--- src/hdl/frame_allocator_fifo_owner_assert.svh ---
// Assertion macros shared by the frame allocator RTL.
// Needs a clk and an active-low rst_n in the scope where a macro is used.
`ifndef FRAME_ALLOCATOR_FIFO_OWNER_ASSERT_SVH
`define FRAME_ALLOCATOR_FIFO_OWNER_ASSERT_SVH

// Consequent must hold in the same cycle as the antecedent.
`define FAO_ASSERT_SAME(label, ante, cons, msg) \
  label: assert property (@(posedge clk) disable iff (!rst_n) (ante) |-> (cons)) \
    else $error(msg);

// Consequent must hold in the cycle after the antecedent.
`define FAO_ASSERT_NEXT(label, ante, cons, msg) \
  label: assert property (@(posedge clk) disable iff (!rst_n) (ante) |=> (cons)) \
    else $error(msg);

`endif

--- src/hdl/fao_pkg.sv ---
// Types and constants of the frame allocator.
// No dependencies; used by the interfaces and every module.
package fao_pkg;

  localparam int PTR_W  = 6;   // free FIFO pointer and frame number
  localparam int DEPTH  = 64;  // entries of the free FIFO and owner table
  localparam int SIZE_W = 24;
  localparam int PAGE_W = 16;
  localparam int JOB_W  = 8;
  localparam int CNT_W  = 7;
  localparam int ADDR_W = 22;
  localparam int OWN_W  = 9;

  typedef logic [PTR_W-1:0] frame_t;
  typedef logic [OWN_W-1:0] owner_t;

  // Bit 8 set marks a frame as free; bits 7..0 hold the owning job.
  localparam owner_t OWNER_FREE = 9'h100;

  typedef enum logic {
    CMD_ALLOC = 1'b0,
    CMD_FREE  = 1'b1
  } cmd_t;

  typedef enum logic [1:0] {
    STAT_GRANT   = 2'd0,
    STAT_OOM     = 2'd1,
    STAT_INVALID = 2'd2,
    STAT_FREED   = 2'd3
  } status_t;

  typedef enum logic [2:0] {
    ST_CLEAR,
    ST_IDLE,
    ST_DIV,
    ST_ALLOC,
    ST_FREE,
    ST_REPLY
  } state_t;

  // Access requests from the controller to the frame store.
  typedef struct packed {
    logic   fifo_we;
    frame_t fifo_waddr;
    frame_t fifo_wdata;
    logic   fifo_re;
    frame_t fifo_raddr;
    logic   own_we;
    frame_t own_waddr;
    owner_t own_wdata;
    logic   own_re;
    frame_t own_raddr;
  } mem_req_t;

endpackage

--- src/hdl/fao_cmd_if.sv ---
// Command channel of the frame allocator: valid/ready plus the command beat.
// Depends on fao_pkg for the field widths.
interface fao_cmd_if;
  logic                        valid;
  logic                        ready;
  logic                        command;
  logic [fao_pkg::SIZE_W-1:0]  request_size;
  logic [fao_pkg::JOB_W-1:0]   job_id;

  modport source (output valid, command, request_size, job_id, input ready);
  modport sink   (input valid, command, request_size, job_id, output ready);
endinterface

--- src/hdl/fao_res_if.sv ---
// Result channel of the frame allocator: valid/ready plus the result beat.
// Depends on fao_pkg for the field widths.
interface fao_res_if;
  logic                        valid;
  logic                        ready;
  logic [1:0]                  status;
  logic [fao_pkg::PTR_W-1:0]   frame_index;
  logic [fao_pkg::ADDR_W-1:0]  frame_address;
  logic [fao_pkg::CNT_W-1:0]   frame_count;
  logic                        last;

  modport source (output valid, status, frame_index, frame_address, frame_count, last,
                  input ready);
  modport sink   (input valid, status, frame_index, frame_address, frame_count, last,
                  output ready);
endinterface

--- src/hdl/fao_div.sv ---
// Restoring divider, one quotient bit per cycle, for the frame count.
// Depends on fao_pkg for operand widths.
module fao_div (
  input  logic                        clk,
  input  logic                        rst_n,
  input  logic                        start,
  input  logic [fao_pkg::SIZE_W-1:0]  dividend,
  input  logic [fao_pkg::PAGE_W-1:0]  divisor,
  output logic                        done,
  output logic [fao_pkg::SIZE_W-1:0]  quot,
  output logic                        rem_nz
);

  localparam int CW = $clog2(fao_pkg::SIZE_W);

  logic                        busy_r;
  logic                        done_r;
  logic [CW-1:0]               cnt_r;
  logic [fao_pkg::SIZE_W-1:0]  quot_r;
  logic [fao_pkg::PAGE_W-1:0]  rem_r;
  logic [fao_pkg::PAGE_W-1:0]  dvs_r;

  logic [fao_pkg::PAGE_W:0]    shifted;
  logic [fao_pkg::PAGE_W:0]    diff;
  logic                        fits;

  assign shifted = {rem_r, quot_r[fao_pkg::SIZE_W-1]};
  assign fits    = shifted >= {1'b0, dvs_r};
  assign diff    = shifted - {1'b0, dvs_r};

  always_ff @(posedge clk) begin
    if (!rst_n) begin
      busy_r <= 1'b0;
      done_r <= 1'b0;
      cnt_r  <= '0;
    end else begin
      done_r <= 1'b0;
      if (start) begin
        busy_r <= 1'b1;
        cnt_r  <= '0;
      end else if (busy_r) begin
        cnt_r <= cnt_r + CW'(1);
        if (cnt_r == CW'(fao_pkg::SIZE_W - 1)) begin
          busy_r <= 1'b0;
          done_r <= 1'b1;
        end
      end
    end
  end

  // The quotient register starts as the dividend and shifts in result bits.
  always_ff @(posedge clk) begin
    if (start) begin
      quot_r <= dividend;
      rem_r  <= '0;
      dvs_r  <= divisor;
    end else if (busy_r) begin
      quot_r <= {quot_r[fao_pkg::SIZE_W-2:0], fits};
      rem_r  <= fits ? diff[fao_pkg::PAGE_W-1:0] : shifted[fao_pkg::PAGE_W-1:0];
    end
  end

  assign done   = done_r;
  assign quot   = quot_r;
  assign rem_nz = rem_r != '0;

endmodule

--- src/hdl/fao_store.sv ---
// Frame store: the free-frame FIFO memory and the owner table memory.
// Both are synchronous, with one write and one read port and a registered read.
module fao_store (
  input  logic               clk,
  input  fao_pkg::mem_req_t  req,
  output fao_pkg::frame_t    fifo_rdata,
  output fao_pkg::owner_t    own_rdata
);

  fao_pkg::frame_t fifo_mem [fao_pkg::DEPTH];
  fao_pkg::owner_t own_mem  [fao_pkg::DEPTH];
  fao_pkg::frame_t fifo_rdata_r;
  fao_pkg::owner_t own_rdata_r;

  always_ff @(posedge clk) begin
    if (req.fifo_we) begin
      fifo_mem[req.fifo_waddr] <= req.fifo_wdata;
    end
    if (req.fifo_re) begin
      fifo_rdata_r <= fifo_mem[req.fifo_raddr];
    end
  end

  always_ff @(posedge clk) begin
    if (req.own_we) begin
      own_mem[req.own_waddr] <= req.own_wdata;
    end
    if (req.own_re) begin
      own_rdata_r <= own_mem[req.own_raddr];
    end
  end

  assign fifo_rdata = fifo_rdata_r;
  assign own_rdata  = own_rdata_r;

endmodule

--- src/hdl/frame_allocator_fifo_owner.sv ---
// Page-frame allocator. After reset the block fills all DEPTH entries of its
// free-frame FIFO and owner table and takes no command beat until that is
// done; page_size writes are taken throughout. A command beat is taken only
// when the controller is idle. An allocate beat is accepted, goes through the
// bit-serial divider that works out ceil(size / page_size), then gives one
// granted frame per cycle while the result channel does not stall, each frame
// being one FIFO read; an allocate that is rejected, whether for a zero size,
// a zero page size or a shortage of frames, gives a single result beat from
// the reply state (zero size and zero page size skip the divider). A free
// beat walks the owner table one frame a cycle through its read port, then
// gives its result beat. Stalls on the result channel hold the controller in
// its allocate or reply state; the result register lets a new command beat be
// taken while the final result of the previous one still waits.
// Depends on fao_pkg, fao_cmd_if, fao_res_if, fao_div, fao_store and the
// assertion macro header.
`include "frame_allocator_fifo_owner_assert.svh"

module frame_allocator_fifo_owner #(
  parameter int FRAME_TOTAL = 64
) (
  input  logic                        clk,
  input  logic                        rst_n,
  input  logic                        cfg_wr_en,
  input  logic [fao_pkg::PAGE_W-1:0]  cfg_wr_data,
  fao_cmd_if.sink                     in_cmd,
  fao_res_if.source                   out_res
);

  // Frame count as the 7-bit counter value; the tail starts just past the
  // last preloaded frame, wrapping to zero for a full table.
  localparam logic [fao_pkg::CNT_W-1:0] NFR      = fao_pkg::CNT_W'(FRAME_TOTAL);
  localparam fao_pkg::frame_t           TAIL_RST = NFR[fao_pkg::PTR_W-1:0];
  localparam int                        NEED_W   = fao_pkg::SIZE_W + 1;

  fao_pkg::state_t                state_r, state_nxt;
  logic [fao_pkg::PAGE_W-1:0]     page_size_r;
  logic [fao_pkg::JOB_W-1:0]      job_r, job_nxt;
  fao_pkg::frame_t                head_r, head_nxt;
  fao_pkg::frame_t                tail_r, tail_nxt;
  logic [fao_pkg::CNT_W-1:0]      free_count_r, free_count_nxt;
  logic [fao_pkg::CNT_W-1:0]      alloc_left_r, alloc_left_nxt;
  fao_pkg::frame_t                clr_idx_r, clr_idx_nxt;
  logic [fao_pkg::CNT_W-1:0]      scan_idx_r, scan_idx_nxt;
  logic                           chk_valid_r, chk_valid_nxt;
  fao_pkg::frame_t                chk_idx_r, chk_idx_nxt;
  logic [fao_pkg::CNT_W-1:0]      freed_r, freed_nxt;
  fao_pkg::status_t               reply_status_r, reply_status_nxt;
  logic [fao_pkg::CNT_W-1:0]      reply_count_r, reply_count_nxt;

  // Result register.
  logic                           out_valid_r, out_valid_nxt;
  fao_pkg::status_t               out_status_r, out_status_nxt;
  fao_pkg::frame_t                out_index_r, out_index_nxt;
  logic [fao_pkg::ADDR_W-1:0]     out_addr_r, out_addr_nxt;
  logic [fao_pkg::CNT_W-1:0]      out_count_r, out_count_nxt;
  logic                           out_last_r, out_last_nxt;

  fao_pkg::mem_req_t              mem_req;
  fao_pkg::frame_t                fifo_rdata;
  fao_pkg::owner_t                own_rdata;

  logic                           div_start;
  logic                           div_done;
  logic [fao_pkg::SIZE_W-1:0]     div_quot;
  logic                           div_rem_nz;

  logic                           in_fire;
  logic                           out_free;
  logic                           alloc_bad;
  logic [NEED_W-1:0]              need;
  logic                           oom;
  logic                           owned;
  logic                           scan_done;
  logic                           clr_last;
  logic                           alloc_emit;
  logic [fao_pkg::ADDR_W-1:0]     grant_addr;

  // Helpers for the checks at the end of the module.
  logic                           left_ok;
  logic                           own_clash;
  logic [fao_pkg::CNT_W-1:0]      count_less;

  fao_div u_div (
    .clk      (clk),
    .rst_n    (rst_n),
    .start    (div_start),
    .dividend (in_cmd.request_size),
    .divisor  (page_size_r),
    .done     (div_done),
    .quot     (div_quot),
    .rem_nz   (div_rem_nz)
  );

  fao_store u_store (
    .clk        (clk),
    .req        (mem_req),
    .fifo_rdata (fifo_rdata),
    .own_rdata  (own_rdata)
  );

  assign in_cmd.ready = state_r == fao_pkg::ST_IDLE;
  assign in_fire      = in_cmd.valid && in_cmd.ready;
  // The result register may be loaded when empty or when its beat leaves now.
  assign out_free     = !out_valid_r || out_res.ready;
  assign alloc_bad    = (in_cmd.request_size == '0) || (page_size_r == '0);
  assign div_start    = in_fire && (in_cmd.command == fao_pkg::CMD_ALLOC) && !alloc_bad;

  // Frames needed: the quotient, rounded up when anything is left over.
  assign need         = {1'b0, div_quot} + NEED_W'(div_rem_nz);
  assign oom          = need > NEED_W'(free_count_r);

  // Owner entry read last cycle belongs to the releasing job.
  assign owned        = chk_valid_r && !own_rdata[fao_pkg::OWN_W-1] &&
                        (own_rdata[fao_pkg::JOB_W-1:0] == job_r);
  assign scan_done    = (scan_idx_r == NFR) && !chk_valid_r;
  assign clr_last     = clr_idx_r == fao_pkg::frame_t'(fao_pkg::DEPTH - 1);
  assign alloc_emit   = (state_r == fao_pkg::ST_ALLOC) && out_free;
  assign grant_addr   = fao_pkg::ADDR_W'(fifo_rdata) * fao_pkg::ADDR_W'(page_size_r);

  // Next state.
  always_comb begin
    state_nxt = state_r;
    unique case (state_r)
      fao_pkg::ST_CLEAR: begin
        if (clr_last) begin
          state_nxt = fao_pkg::ST_IDLE;
        end
      end
      fao_pkg::ST_IDLE: begin
        if (in_fire) begin
          if (in_cmd.command == fao_pkg::CMD_FREE) begin
            state_nxt = fao_pkg::ST_FREE;
          end else if (alloc_bad) begin
            state_nxt = fao_pkg::ST_REPLY;
          end else begin
            state_nxt = fao_pkg::ST_DIV;
          end
        end
      end
      fao_pkg::ST_DIV: begin
        if (div_done) begin
          state_nxt = oom ? fao_pkg::ST_REPLY : fao_pkg::ST_ALLOC;
        end
      end
      fao_pkg::ST_ALLOC: begin
        if (out_free && (alloc_left_r == fao_pkg::CNT_W'(1))) begin
          state_nxt = fao_pkg::ST_IDLE;
        end
      end
      fao_pkg::ST_FREE: begin
        if (scan_done) begin
          state_nxt = fao_pkg::ST_REPLY;
        end
      end
      fao_pkg::ST_REPLY: begin
        if (out_free) begin
          state_nxt = fao_pkg::ST_IDLE;
        end
      end
      default: state_nxt = fao_pkg::ST_CLEAR;
    endcase
  end

  // Datapath, memory requests and the result register.
  always_comb begin
    job_nxt          = job_r;
    head_nxt         = head_r;
    tail_nxt         = tail_r;
    free_count_nxt   = free_count_r;
    alloc_left_nxt   = alloc_left_r;
    clr_idx_nxt      = clr_idx_r;
    scan_idx_nxt     = scan_idx_r;
    chk_valid_nxt    = chk_valid_r;
    chk_idx_nxt      = chk_idx_r;
    freed_nxt        = freed_r;
    reply_status_nxt = reply_status_r;
    reply_count_nxt  = reply_count_r;

    out_valid_nxt    = out_valid_r && !out_res.ready;
    out_status_nxt   = out_status_r;
    out_index_nxt    = out_index_r;
    out_addr_nxt     = out_addr_r;
    out_count_nxt    = out_count_r;
    out_last_nxt     = out_last_r;

    mem_req            = '0;

    unique case (state_r)
      fao_pkg::ST_CLEAR: begin
        // Preload the FIFO with frames in order and mark every frame free.
        mem_req.fifo_we    = 1'b1;
        mem_req.fifo_waddr = clr_idx_r;
        mem_req.fifo_wdata = ({1'b0, clr_idx_r} < NFR) ? clr_idx_r : '0;
        mem_req.own_we     = 1'b1;
        mem_req.own_waddr  = clr_idx_r;
        mem_req.own_wdata  = fao_pkg::OWNER_FREE;
        clr_idx_nxt        = clr_idx_r + fao_pkg::frame_t'(1);
      end
      fao_pkg::ST_IDLE: begin
        if (in_fire) begin
          job_nxt          = in_cmd.job_id;
          scan_idx_nxt     = '0;
          chk_valid_nxt    = 1'b0;
          freed_nxt        = '0;
          reply_status_nxt = fao_pkg::STAT_INVALID;
          reply_count_nxt  = '0;
        end
      end
      fao_pkg::ST_DIV: begin
        if (div_done) begin
          if (oom) begin
            reply_status_nxt = fao_pkg::STAT_OOM;
            reply_count_nxt  = free_count_r;
          end else begin
            // Need fits in the counter here since it is at most the free count.
            alloc_left_nxt     = need[fao_pkg::CNT_W-1:0];
            mem_req.fifo_re    = 1'b1;
            mem_req.fifo_raddr = head_r;
          end
        end
      end
      fao_pkg::ST_ALLOC: begin
        if (out_free) begin
          out_valid_nxt     = 1'b1;
          out_status_nxt    = fao_pkg::STAT_GRANT;
          out_index_nxt     = fifo_rdata;
          out_addr_nxt      = grant_addr;
          out_count_nxt     = '0;
          out_last_nxt      = alloc_left_r == fao_pkg::CNT_W'(1);
          mem_req.own_we    = 1'b1;
          mem_req.own_waddr = fifo_rdata;
          mem_req.own_wdata = {1'b0, job_r};
          head_nxt          = head_r + fao_pkg::frame_t'(1);
          free_count_nxt    = free_count_r - fao_pkg::CNT_W'(1);
          alloc_left_nxt    = alloc_left_r - fao_pkg::CNT_W'(1);
          // Fetch the next frame while this one goes out.
          if (alloc_left_r != fao_pkg::CNT_W'(1)) begin
            mem_req.fifo_re    = 1'b1;
            mem_req.fifo_raddr = head_r + fao_pkg::frame_t'(1);
          end
        end
      end
      fao_pkg::ST_FREE: begin
        // Read frame i while frame i-1, read last cycle, is checked and
        // released; the two never share an address.
        if (scan_idx_r < NFR) begin
          mem_req.own_re    = 1'b1;
          mem_req.own_raddr = scan_idx_r[fao_pkg::PTR_W-1:0];
          chk_valid_nxt     = 1'b1;
          chk_idx_nxt       = scan_idx_r[fao_pkg::PTR_W-1:0];
          scan_idx_nxt      = scan_idx_r + fao_pkg::CNT_W'(1);
        end else begin
          chk_valid_nxt = 1'b0;
        end
        if (owned) begin
          mem_req.own_we     = 1'b1;
          mem_req.own_waddr  = chk_idx_r;
          mem_req.own_wdata  = fao_pkg::OWNER_FREE;
          mem_req.fifo_we    = 1'b1;
          mem_req.fifo_waddr = tail_r;
          mem_req.fifo_wdata = chk_idx_r;
          tail_nxt           = tail_r + fao_pkg::frame_t'(1);
          free_count_nxt     = free_count_r + fao_pkg::CNT_W'(1);
          freed_nxt          = freed_r + fao_pkg::CNT_W'(1);
        end
        if (scan_done) begin
          reply_status_nxt = fao_pkg::STAT_FREED;
          reply_count_nxt  = freed_r;
        end
      end
      fao_pkg::ST_REPLY: begin
        if (out_free) begin
          out_valid_nxt  = 1'b1;
          out_status_nxt = reply_status_r;
          out_index_nxt  = '0;
          out_addr_nxt   = '0;
          out_count_nxt  = reply_count_r;
          out_last_nxt   = 1'b1;
        end
      end
      default: begin
      end
    endcase
  end

  always_ff @(posedge clk) begin
    if (!rst_n) begin
      state_r      <= fao_pkg::ST_CLEAR;
      page_size_r  <= fao_pkg::PAGE_W'(4096);
      head_r       <= '0;
      tail_r       <= TAIL_RST;
      free_count_r <= NFR;
      clr_idx_r    <= '0;
      chk_valid_r  <= 1'b0;
      out_valid_r  <= 1'b0;
    end else begin
      state_r      <= state_nxt;
      if (cfg_wr_en) begin
        page_size_r <= cfg_wr_data;
      end
      head_r       <= head_nxt;
      tail_r       <= tail_nxt;
      free_count_r <= free_count_nxt;
      clr_idx_r    <= clr_idx_nxt;
      chk_valid_r  <= chk_valid_nxt;
      out_valid_r  <= out_valid_nxt;
    end
  end

  always_ff @(posedge clk) begin
    job_r          <= job_nxt;
    alloc_left_r   <= alloc_left_nxt;
    scan_idx_r     <= scan_idx_nxt;
    chk_idx_r      <= chk_idx_nxt;
    freed_r        <= freed_nxt;
    reply_status_r <= reply_status_nxt;
    reply_count_r  <= reply_count_nxt;
    out_status_r   <= out_status_nxt;
    out_index_r    <= out_index_nxt;
    out_addr_r     <= out_addr_nxt;
    out_count_r    <= out_count_nxt;
    out_last_r     <= out_last_nxt;
  end

  assign out_res.valid         = out_valid_r;
  assign out_res.status        = out_status_r;
  assign out_res.frame_index   = out_index_r;
  assign out_res.frame_address = out_addr_r;
  assign out_res.frame_count   = out_count_r;
  assign out_res.last          = out_last_r;

  assign left_ok    = (alloc_left_r != '0) && (alloc_left_r <= free_count_r);
  assign own_clash  = mem_req.own_we && mem_req.own_re &&
                      (mem_req.own_waddr == mem_req.own_raddr);
  assign count_less = free_count_r - fao_pkg::CNT_W'(1);

  `FAO_ASSERT_SAME(a_count_bound, 1'b1, free_count_r <= NFR, "free count above frame total")
  `FAO_ASSERT_SAME(a_alloc_left, state_r == fao_pkg::ST_ALLOC, left_ok, "frames left out of range")
  `FAO_ASSERT_SAME(a_own_no_overlap, 1'b1, !own_clash, "owner read and write hit one entry")
  `FAO_ASSERT_NEXT(a_grant_takes, alloc_emit, free_count_r == $past(count_less), "grant not counted")

endmodule

--- src/flat_wrapper.sv ---
// flat-port wrapper written by rule: the top's interface ports become plain ports
module frame_allocator_fifo_owner_flat 
#(
  parameter int FRAME_TOTAL = 64
)
  (clk, rst_n, cfg_wr_en, cfg_wr_data, in_cmd_valid, in_cmd_command, in_cmd_request_size, in_cmd_job_id, in_cmd_ready, out_res_valid, out_res_status, out_res_frame_index, out_res_frame_address, out_res_frame_count, out_res_last, out_res_ready);
  fao_cmd_if in_cmd_i ();
  fao_res_if out_res_i ();
  input  logic clk;
  input  logic rst_n;
  input  logic cfg_wr_en;
  input  logic [fao_pkg::PAGE_W-1:0] cfg_wr_data;
  input wire logic [$bits(in_cmd_i.valid)-1:0] in_cmd_valid;
  input wire logic [$bits(in_cmd_i.command)-1:0] in_cmd_command;
  input wire logic [$bits(in_cmd_i.request_size)-1:0] in_cmd_request_size;
  input wire logic [$bits(in_cmd_i.job_id)-1:0] in_cmd_job_id;
  output wire logic [$bits(in_cmd_i.ready)-1:0] in_cmd_ready;
  output wire logic [$bits(out_res_i.valid)-1:0] out_res_valid;
  output wire logic [$bits(out_res_i.status)-1:0] out_res_status;
  output wire logic [$bits(out_res_i.frame_index)-1:0] out_res_frame_index;
  output wire logic [$bits(out_res_i.frame_address)-1:0] out_res_frame_address;
  output wire logic [$bits(out_res_i.frame_count)-1:0] out_res_frame_count;
  output wire logic [$bits(out_res_i.last)-1:0] out_res_last;
  input wire logic [$bits(out_res_i.ready)-1:0] out_res_ready;
  assign in_cmd_i.valid = in_cmd_valid;
  assign in_cmd_i.command = in_cmd_command;
  assign in_cmd_i.request_size = in_cmd_request_size;
  assign in_cmd_i.job_id = in_cmd_job_id;
  assign in_cmd_ready = in_cmd_i.ready;
  assign out_res_valid = out_res_i.valid;
  assign out_res_status = out_res_i.status;
  assign out_res_frame_index = out_res_i.frame_index;
  assign out_res_frame_address = out_res_i.frame_address;
  assign out_res_frame_count = out_res_i.frame_count;
  assign out_res_last = out_res_i.last;
  assign out_res_i.ready = out_res_ready;
  frame_allocator_fifo_owner #(.FRAME_TOTAL(FRAME_TOTAL)) u_core (.clk(clk), .rst_n(rst_n), .cfg_wr_en(cfg_wr_en), .cfg_wr_data(cfg_wr_data), .in_cmd(in_cmd_i), .out_res(out_res_i));
endmodule
--- config.mk ---
export PLATFORM = sky130hd
export DESIGN_NAME = frame_allocator_fifo_owner_flat
export DESIGN_NICKNAME = d
export VERILOG_FILES = /design/src/hdl/fao_pkg.sv /design/src/hdl/fao_cmd_if.sv /design/src/hdl/fao_res_if.sv /design/src/hdl/fao_div.sv /design/src/hdl/fao_store.sv /design/src/hdl/frame_allocator_fifo_owner.sv /design/src/flat_wrapper.sv
export VERILOG_INCLUDE_DIRS = /design/src /design/src/hdl
export SDC_FILE = /design/constraint.sdc
export NUM_CORES = 2
export LEC_CHECK = 0
export BUFFER_PORTS_ARGS = -buffer_cell sky130_fd_sc_hd__buf_2
export CORE_UTILIZATION = 50
export CTS_BUF_LIST = sky130_fd_sc_hd__clkbuf_8
export CTS_CLUSTER_SIZE = 40
export DETAILED_ROUTE_END_ITERATION = 8
export PLACE_DENSITY = 0.65
export SLEW_MARGIN = 0
export SYNTH_ARGS = -nofsm -noshare
export SYNTH_HDL_FRONTEND = slang
export SYNTH_SLANG_ARGS = --single-unit
--- constraint.sdc ---
create_clock -name clk -period 5.4 [get_ports clk]
set_clock_uncertainty 0.2 [all_clocks]
set_input_delay 0.27 -clock clk [delete_from_list [all_inputs] [get_ports clk]]
set_output_delay 0.27 -clock clk [all_outputs]
set_load 0.02 [all_outputs]
==> summary.txt <==
Status
  • Status: finished, final reports clean

GRT
  • Largest net degree at the start of global routing: 150
  • Vias in the first global route: 32762
  • Tot GR Track Use: 24.9%
  • Initial antenna violation count: 1
  • Grt total ovfl: 0
  • First-pass GRT wire length: 195 mm

Worst hold path
  • Hold crit path type: primary input to flip-flop
  • Hold depth: 4

Clock network
  • CTS H-tree depth: 4
  • Cts bufs inserted: 184
  • Skew-Pair Late Insertion Delay: 0.89 ns
  • Clk slew on worst S/H paths: 0.07 ns
  • Root buf cell: clkbuf_8
  • CTS tree: yes
  • CTS max path bufs: 3
  • Clock Sinks: 1166

Critical path
  • Delay-heaviest family, CP: simple AND/OR/NAND/NOR gates
  • CP Buf/Inv Count: 3
  • Worst EP arrival: 5.67 ns
  • Data required time of the critical path: 5.79 ns
  • Crit-path max cell delay: 0.55 ns
  • Crit-path most repeated cell: buf_4
  • Worst path depth: 23
  • R2R cell count: 23
  • Kind of end point of the critical path: flip-flop
  • Crit path cell chain: nor4_4, nand4_1, ha_2, ha_4, nand2_4, nor2_4, xor2_2, ha_1, a211oi_2, o21ai_1, a21oi_1, o211ai_1, or4_4, buf_4, nor4_4, buf_4, o21ai_1, o31ai_1, a21oi_1, buf_4, nand4_1, nand2_1, or4_1
  • Slowest CP cell: or4_4
  • Classification of the worst setup path: flip-flop to flip-flop
  • CP startpoint kind: flip-flop
  • CP Max Fanout: 5

Placed design
  • Pre-CTS setup slack: -0.0808 ns
  • Hpwl dp: 79.6 mm
  • Placer congestion estimate: 0.899
  • Area after DPL: 54200 sq um
  • # port buffers: 93

Floorplan
  • Core Rows: 116
  • Core Footprint: 101000 sq um
  • Starting Density: 50.8%
  • Die height: 322 um
  • Top-Level Pins: 94
  • Die area: 104000 sq um
  • Die outline width: 322 um

Route
  • ANT nets after route: 0
  • First drt pass iteration count: 6
  • DR vias: 33088
  • Drt drc: 0
  • Initial DRC count: 3262
  • Routed wire length: 129 mm
  • Vias per inst: 5.81
  • WL per Instance: 22.6 um

Finish
  • Final Cell Area: 59200 sq um
  • Synth-to-Final Area Change: 15.6%
  • Commonest non-fill, non-tap cell in the layout: edfxtp_1
  • Final nets: 4372
  • Most frequent cells in the layout: edfxtp_1, nand2_1, nor2_1, a211oi_1, clkbuf_8
  • Layout cells sized above 1: 15.7%

Timing
  • Final count of negative-setup-slack endpoints: 0
  • Worst setup margin: 0.127 ns
  • Final period util: 97.6%
  • Slew @ Worst Pin: 1.23 ns
  • Rel. slew slack: 18.1%
  • Hold WS: 0.130 ns
  • Crit path time final: 5.27 ns
  • RSZ-0062 raised after global routing: true
  • Fmax: 0.190 GHz
  • Hold Vio Cnt, Final: 0
  • Final Max Slew Viols: 0

Logic synthesis
  • Mapped Area: 51200 sq um
  • Synth Area per Inst: 13.4 sq um
  • Post-synthesis cell count: 3810
  • EDFF count, synth: 1097
  • Syn_nets: 3992
  • YS warnings: 0
  • Sequential share of the synthesized area: 67.1%
  • FFs w/ async S/R, synth: 0%
  • Distinct cells, synth: 77
  • Post-synth top flop: edfxtp_1
  • Yosys reg bits: 1166

Power and ir drop
  • Leak: 20.2 nW
  • Worst vdd ir: 0.296 mV
  • Total power: 18.2 mW
  • Pwr/cell area: 308 nW/um^2

Run
  • Max-Cap Viols: 0
[metrics by stage]
stage / util, % / setup TNS (ns) / instances
detailed placement: 53.8 / -0.141 / 5217
finish: 58.7 / 0 / 5692
CTS: 58.4 / 0 / 5677
floorplan: - / 0 / 3810
global placement: 53.8 / -0.0522 / 5217
global route: 58.7 / -0.223 / 5691
[area by class of cell]
cell class	count	area, sq um
timing repair buffer	429	3670
tap	1357	1700
fill	7970	41600
inverter	103	387
clock buffer	193	2660
sequential	1166	34300
antenna	2	5.00
clock inverter	136	653
multi-input combinational	2306	15800
[registers in the layout, summed over array words and instances (netlist names), 7 cells and up]
name,count
u_core.u_div.quot,24
u_core.u_store.fifo_mem,384
u_core.freed_r,7
u_core.free_count_r,7
u_core.u_div.dvs_r,16
u_core.scan_idx_r,7
u_core.out_res.frame_count,7
u_core.alloc_left_r,7
u_core.out_res.frame_address,22
u_core.page_size_r,16
u_core.u_store.own_mem,576
u_core.job_r,8
u_core.u_store.own_rdata,9
u_core.reply_count_r,7
u_core.u_div.rem_r,16
[cells by family (layout without fill, tap and decap cells)]
family,count (synthesis),in the layout,share of synthesized area (%)
AO/OA/AOI/OAI,642,642,8.25
multiplexers,143,143,4.57
other,0,2,0
buffers and inverters,338,861,2.69
AND/OR/NAND/NOR,1313,1313,12.0
XOR/XNOR,80,80,1.37
adder cells (fa/ha/maj),128,128,4.00
flip-flops,1166,1166,67.1
[final timing paths]
| path | endpoint | from | slack, ns |
|---|---|---|---|
| max reg2reg | u_core.u_store.fifo_rdata[5]$_DFFE_PP_ | u_core.u_div.rem_r[14]$_SDFFE_PP0P_ | 0.13 |
| min reg2reg | u_core.clr_idx_r[5]$_SDFFE_PN0N_ | u_core.clr_idx_r[5]$_SDFFE_PN0N_ | 0.32 |
| max | u_core.u_store.fifo_rdata[5]$_DFFE_PP_ | u_core.u_div.rem_r[14]$_SDFFE_PP0P_ | 0.13 |
| min | u_core.u_div.quot[0]$_DFFE_PP_ | in_cmd_request_size[0] | 0.13 |
[layer usage]
| metal | vias to the layer above | global-route usage, % | wire (um) |
|---|---|---|---|
| li1 | 15111 | - | - |
| met1 | 16505 | 33.6 | 54200 |
| met2 | 1204 | 39.9 | 61800 |
| met3 | 268 | 4.41 | 8170 |
| met4 | 0 | 10.4 | 4740 |
| met5 | - | 0 | 0 |
[report_power, final]
| group | internal (mW) | leakage [nW] | switching (mW) |
|---|---|---|---|
| Combinational | 0.588 | 8.73 | 0.764 |
| Clock | 3.40 | 1.94 | 3.44 |
| Sequential | 9.94 | 9.50 | 0.0920 |
[worst min-delay path, cell delays in order]
cell and delay [ns]:
dlygate4sd3_1 0.53, buf_2 0.14, nor2_1 0.05, a21oi_1 0.10
[synth_stat cells (5+ instances only)]
library cell,count,area share [%]
nor2b_1,11,0.13
mux2i_1,65,1.3
nor3_1,19,0.19
nor4_1,27,0.33
fa_1,59,2.3
mux4_2,72,3.2
inv_1,99,0.73
mux2_2,6,0.13
edfxtp_1,1097,64
a31oi_1,43,0.53
xor2_1,33,0.56
xnor2_1,47,0.80
nand4_1,48,0.59
and4_1,5,0.086
buf_1,15,0.11
nand3_1,110,1.1
and2_1,50,0.61
buf_6,5,0.11
a211oi_1,229,3.4
o21ai_0,119,1.2
nand2b_1,15,0.18
a22oi_1,9,0.13
nand3b_1,6,0.088
ha_1,69,1.7
a21o_1,19,0.28
a32oi_1,17,0.29
nor2_1,259,1.9
a21oi_1,141,1.4
a32o_1,11,0.22
nand4b_1,6,0.10
or2_2,7,0.086
nand2_1,550,4.0
dfxtp_1,69,2.7
and3_1,96,1.2
clkbuf_1,167,1.2
or3_1,85,1.0
buf_2,44,0.43
[timing repair]
| action | 4_1_cts | 5_1_grt |
|---|---|---|
| cloned | 0 | 3 |
| buffers inserted | 1 | 11 |
| pin swaps | 1 | 29 |
| hold buffers | 130 | 0 |
| hold endpoints to repair | 89 | 0 |
| resized for setup | 4 | 41 |
| endpoints found under the setup margin | 6 | 11 |
(Power assumes the default switching activity.)
